--- config.mk ---
export PLATFORM = sky130hd
export DESIGN_NAME = rbst_slab_lane
export DESIGN_NICKNAME = d
export VERILOG_FILES = /design/src/design/rbst_pkg.sv /design/src/design/rbst_slab_lane.sv
export SDC_FILE = /design/constraint.sdc
export NUM_CORES = 2
export LEC_CHECK = 0
export BUFFER_PORTS_ARGS = -buffer_cell sky130_fd_sc_hd__buf_4
export CAP_MARGIN = 20
export CORE_ASPECT_RATIO = 1.4
export CORE_MARGIN = 3
export CORE_UTILIZATION = 55
export CTS_BUF_LIST = sky130_fd_sc_hd__clkbuf_8 sky130_fd_sc_hd__clkbuf_16
export DETAILED_ROUTE_END_ITERATION = 16
export PLACE_DENSITY = 0.78
export SLEW_MARGIN = 20
export SYNTH_ARGS = -nofsm -noshare
export SYNTH_HDL_FRONTEND = slang
export SYNTH_SLANG_ARGS = --single-unit
--- constraint.sdc ---
create_clock -name clk -period 18 [get_ports clk]
set_input_delay 1.8 -clock clk [delete_from_list [all_inputs] [get_ports clk]]
set_output_delay 1.8 -clock clk [all_outputs]
set_load 0.01 [all_outputs]
--- src/design/rbst_pkg.sv ---
`default_nettype none

package rbst_pkg;

  localparam int FRAC_BITS = 16;

  localparam int COORD_W = 32;
  localparam int LIMIT_W = 31;
  localparam int DIFF_W  = COORD_W + 1;
  localparam int PROD_W  = DIFF_W + COORD_W;
  localparam int AXES    = 3;
  localparam int CFG_IDX_W = 3;

  localparam int LANE_LAT = 3;
  localparam int PIPE_LAT = LANE_LAT + 3;

  typedef logic signed [COORD_W-1:0] coord_t;
  typedef logic [LIMIT_W-1:0] limit_t;
  typedef logic [CFG_IDX_W-1:0] cfg_idx_t;

  localparam cfg_idx_t CFG_ORIGIN_X  = 3'd0;
  localparam cfg_idx_t CFG_ORIGIN_Y  = 3'd1;
  localparam cfg_idx_t CFG_ORIGIN_Z  = 3'd2;
  localparam cfg_idx_t CFG_INV_DIR_X = 3'd3;
  localparam cfg_idx_t CFG_INV_DIR_Y = 3'd4;
  localparam cfg_idx_t CFG_INV_DIR_Z = 3'd5;

  localparam coord_t ORIGIN_RST  = '0;
  localparam coord_t INV_DIR_RST = coord_t'(1 << FRAC_BITS);

  localparam coord_t COORD_MAX = {1'b0, {(COORD_W-1){1'b1}}};
  localparam coord_t COORD_MIN = {1'b1, {(COORD_W-1){1'b0}}};

endpackage

`default_nettype wire

--- src/design/rbst_slab_lane.sv ---
`default_nettype none

module rbst_slab_lane (
  input  wire logic             clk,
  input  wire logic             en,
  input  wire rbst_pkg::coord_t corner,
  input  wire rbst_pkg::coord_t org,
  input  wire rbst_pkg::coord_t inv,
  output rbst_pkg::coord_t      t_r
);

  localparam int HI_LSB = rbst_pkg::COORD_W - 1 + rbst_pkg::FRAC_BITS;

  logic signed [rbst_pkg::DIFF_W-1:0] diff_r, diff_nxt;
  logic signed [rbst_pkg::PROD_W-1:0] prod_r, prod_nxt;
  logic [rbst_pkg::PROD_W-1-HI_LSB:0] prod_hi;
  rbst_pkg::coord_t                   t_nxt;

  assign diff_nxt = rbst_pkg::DIFF_W'(corner) - rbst_pkg::DIFF_W'(org);
  assign prod_nxt = rbst_pkg::PROD_W'(diff_r) * rbst_pkg::PROD_W'(inv);
  assign prod_hi  = prod_r[rbst_pkg::PROD_W-1:HI_LSB];

  // The arithmetic shift rounds toward minus infinity; the bits above the
  // 32-bit window must all equal its sign bit, otherwise the result saturates.
  always_comb begin
    if ((&prod_hi) || !(|prod_hi)) begin
      t_nxt = prod_r[HI_LSB:rbst_pkg::FRAC_BITS];
    end else if (prod_r[rbst_pkg::PROD_W-1]) begin
      t_nxt = rbst_pkg::COORD_MIN;
    end else begin
      t_nxt = rbst_pkg::COORD_MAX;
    end
  end

  always_ff @(posedge clk) begin
    if (en) begin
      diff_r <= diff_nxt;
      prod_r <= prod_nxt;
      t_r    <= t_nxt;
    end
  end

endmodule

`default_nettype wire

* After elaboration in Yosys (flattened, before gate mapping)
Cells that the tools add are included.
Operators by class: multiplexer cells 2, $add $sub $neg 1, multipliers 1, reduce and logical (&&, ||, !) cells 4
Operators by type and width (count):
- $mul 33x32->65 | 1
- $mux 32 | 2
- $sub 32x32->33 | 1
- $reduce_and 18->1 | 1
- $reduce_or 18->1 | 1
- $logic_not 1->1 | 1
- $logic_or 1x1->1 | 1
Word-level totals: word-level logic and storage cells 11, register bits after elaboration 130, output and inout port bits 32, bits of input ports 98

* Logic depth before layout (Yosys ltp)
depth in word-level cells 4, mapped depth 30, depth with buffers taken out 29

* Worst setup path after synthesis
No wires, ideal clock.
kind input to register, start point in inv[5], end point reg prod_r[64] (netlist bit), data pin, setup time 0.261 ns, data arrival time 8.879 ns, required time 17.739 ns, stages 27, path slack 8.860 ns, buffers on the path 1, path through clkbuf_1 -> nand2_1 -> inv_1 -> fa_1 -> inv_1 -> fa_1 -> inv_1 -> fa_1 -> fa_1 -> inv_1 -> fa_1 -> inv_1 -> fa_1 -> fa_1 -> fa_1 -> ha_1 -> a21o_1 -> a21o_1 -> a21o_1 -> a31oi_1 -> o21ai_0 -> a21oi_1 -> o21ai_0 -> a21o_1 -> a21oi_1 -> o21ai_0 -> xnor2_1
On the way: longest elaborated chain between the ends 1
RTL lines:
- from (decl) | line rbst_slab_lane.sv:8 | input wire rbst_pkg::coord_t inv,
- $mul 33x32->65 | line rbst_slab_lane.sv:20 | assign prod_nxt = rbst_pkg::PROD_W'(diff_r) * rbst_pkg::PROD_W'(inv);
- net prod_nxt, one bit | line rbst_slab_lane.sv:15 | logic signed [rbst_pkg::PROD_W-1:0] prod_r, prod_nxt;
- to (signal assigned) | line rbst_slab_lane.sv:38 | prod_r <= prod_nxt;
- to (decl) | line rbst_slab_lane.sv:15
The timed path passes the listed nets, and every way through them passes these cells. A chain may end at the register's enable or synchronous reset.

* Final worst setup path
Ends and elaborated chain as after synthesis.

==> run summary <==
Worst hold start = prod_r[19]
Core region area = 74560 um2
Routed Antenna Nets = 0
WP data required = 18250 ps
DR WL/cell = 21.78 um
Post-CTS Setup Bufs = 0
F_max = 0.1035 GHz
Die area = 79100 um2
DR vias = 29529
RSZ-0062 raised after global routing = no
Clock buffer depth = 2
Reg2reg start = diff_r[32]
Skew final = 33.81 ps
Drt pass-1 iters = 5
Worst-path clk slew = 80 ps
Post-cts resize count = 0
First-pass GRT wire length = 182300 um
Io pins = 130
Tmin final = 9660 ps
Max-Cap Viols = 0
Most frequent cells in the layout = fa_1 (1112), inv_1 (1039), nand2_1 (548), and2_1 (513), ha_1 (214)
Adder-Cell Fraction of Synth Area = 0.5989
Outcome = completed
Vias in the first global route = 33684
Pin count of the biggest net entering global routing = 73
Final setup fails = 0
Num CTS Buffers = 17
Clock sinks = 114
Slew headroom = 0.3206
Cell Area, Synth = 41640 um2
Final core utilization = 0.5890
CP Launch Type = primary input
Root buffer cell = clkbuf_16
Most common cell on crit path = fa_1
Synth cell types = 72
Crit end category = flip-flop
Synthesized Nets = 5664
Post-synthesis mux area share = 0.0002404
Busiest layer in global routing = met2
R2R cell count = 27
Initial Util = 0.5585
Area growth syn-to-layout = 5.456%
EDFF count, synth = 114
DR DRC count = 0
IO buf count = 129
Met1 Use GR = 0.3240
Half-perimeter wire length after placement = 85770 um
Type of the worst min-delay path = reg -> reg
Async S/R FF share, synth = 0
GRT Total Usage = 0.3054
Hold path depth = 1
Nets = 5646
Fin. max-slew vios = 0
Rows = 118
Drt total wl = 113200 um
Mapped Cells = 4240
R2r setup slk = 9280 ps
Crit Reg-Reg Endpoint = prod_r[64]
GR Overflow Total = 0
Inst Count DP = 5163
Compound-Gate Fraction of Synth Area = 0.03993
Layout fillers = 6151
Ys flop type = edfxtp_1
Crit path DAT = 9910 ps
Fin. Hold Viols = 0
Tcrit/Tclk final = 0.5367
Final TNS setup = 0 ps
Met2 GRT Util = 0.5328
Chip Height = 331.6 um
CTS Hold Bufs = 0
Final RePlAce weighted congestion = 0.9342
Simple-Gate Fraction of Synth Area = 0.1475
Htree depth = 4
Clk Latency, worst-skew pair = 500 ps
Kind of critical path = in -> reg
M3 GR Usage = 0.05510
Finished Layout Cells = 5199
Synth warn = 0
Hold Path End = t_r[3]
Post-synthesis xor/xnor area fraction = 0.01827
DR iter-0 viols = 1888
Slowest cell on crit path = fa_1
Main combinational cell family by area after synthesis = adder cells
CTS tree = built
Design area = 43920 um2
Avg Cell Area, Syn = 9.822 um2
Post-synthesis sequential area ratio = 0.08220
Fraction of layout cells with a size suffix above 1 = 0.05431
CP peak stage delay = 910 ps
Post-DP Area = 43320 um2
Synth Register Bits = 114
Max FO, Critical Path = 33
Initial antenna violation count = 3
Slew @ Worst Pin = 1019 ps
Commonest non-fill, non-tap cell in the layout = fa_1
Via/cell ratio = 5.680
Die width = 238.6 um
-- synthesized netlist by cell type, types with 2 or more instances --
master | number | area share
nand3_1 | 19 | 0.0023
a221oi_1 | 4 | 0.00084
a21oi_1 | 63 | 0.0076
ha_1 | 214 | 0.064
a21o_1 | 73 | 0.013
a41oi_1 | 2 | 0.00042
inv_1 | 1039 | 0.094
xnor2_1 | 65 | 0.014
edfxtp_1 | 114 | 0.082
o22ai_1 | 2 | 0.00030
o21ai_2 | 3 | 0.00063
nand2_1 | 548 | 0.049
nand2b_1 | 18 | 0.0027
nor2_1 | 69 | 0.0062
clkbuf_1 | 200 | 0.018
nor3_1 | 12 | 0.0014
o21ai_1 | 6 | 0.00072
o21a_1 | 11 | 0.0020
and2_1 | 513 | 0.077
or2_2 | 2 | 0.00030
xor2_1 | 20 | 0.0042
nor4_1 | 7 | 0.0011
fa_1 | 1112 | 0.53
o21ai_0 | 34 | 0.0041
o21bai_1 | 5 | 0.00090
a211o_1 | 2 | 0.00042
and3_1 | 5 | 0.00075
a31oi_1 | 4 | 0.00060
a21o_2 | 4 | 0.00084
nor2b_1 | 9 | 0.0014
a211oi_1 | 6 | 0.0011
nand4_1 | 14 | 0.0021
a31o_2 | 2 | 0.00042
-- critical path, delay by kind of cell --
kind | cells | cell delay, ps
and+or+nand+nor | 1 | 200
buffers and inverters | 6 | 1390
AOI/OAI and AO/OA | 10 | 1570
xor gates and xnor gates | 1 | 130
adders and majority gates | 9 | 4760
-- cells by family (layout without fill, tap and decap cells) --
family / Yosys count / count (layout)
buffers and inverters: 1244 / 1239
flip-flops: 114 / 114
XOR/XNOR: 86 / 86
adder cells (fa/ha/maj): 1326 / 1326
AND/OR/NAND/NOR: 1229 / 1229
multiplexers: 1 / 1
AO/OA/AOI/OAI: 240 / 240
other: 0 / 4
-- sequential cells by signal (all words and copies together) (netlist names) --
name and cells:
t_r 32, prod_r 49, diff_r 33
-- through the flow --
stage | setup WS (ps) | hold WS, ps
after floorplan | 8860 | 495.1
final | 8340 | 521.6
after detailed placement | 7923 | 508.5
after global placement | 7987 | 502.2
after global routing | 7837 | 546.3
after CTS | 8419 | 524.6
-- cell type report --
| type | count | area (um2) | area share |
|---|---|---|---|
| flip-flops and latches | 114 | 3423 | 0.07795 |
| clock inverters | 15 | 162.7 | 0.003704 |
| repair buffers | 167 | 1257 | 0.02863 |
| well taps | 960 | 1201 | 0.02735 |
| inverters | 1040 | 3904 | 0.08889 |
| diodes | 4 | 10.01 | 0.0002279 |
| multi-input cells | 2882 | 33530 | 0.7636 |
| clock buffers | 17 | 425.4 | 0.009687 |
-- layer usage --
metal  part of all wire  vias up
met2               0.52     1444
met3              0.074      561
met5                  0        -
met1               0.31    15309
met4              0.096        0
li1                   -    12215
-- worst max path at each step --
stage,to,start
finish,prod_r[64],inv[5]
global route,prod_r[64],inv[5]
CTS,prod_r[64],inv[5]
detailed placement,prod_r[64],inv[5]
global placement,prod_r[64],inv[5]
floorplan,prod_r[64],inv[5]
Power is left out: the tool's default activity adds up to more than one toggle a clock period on the data nets, which glitch-free logic cannot reach.
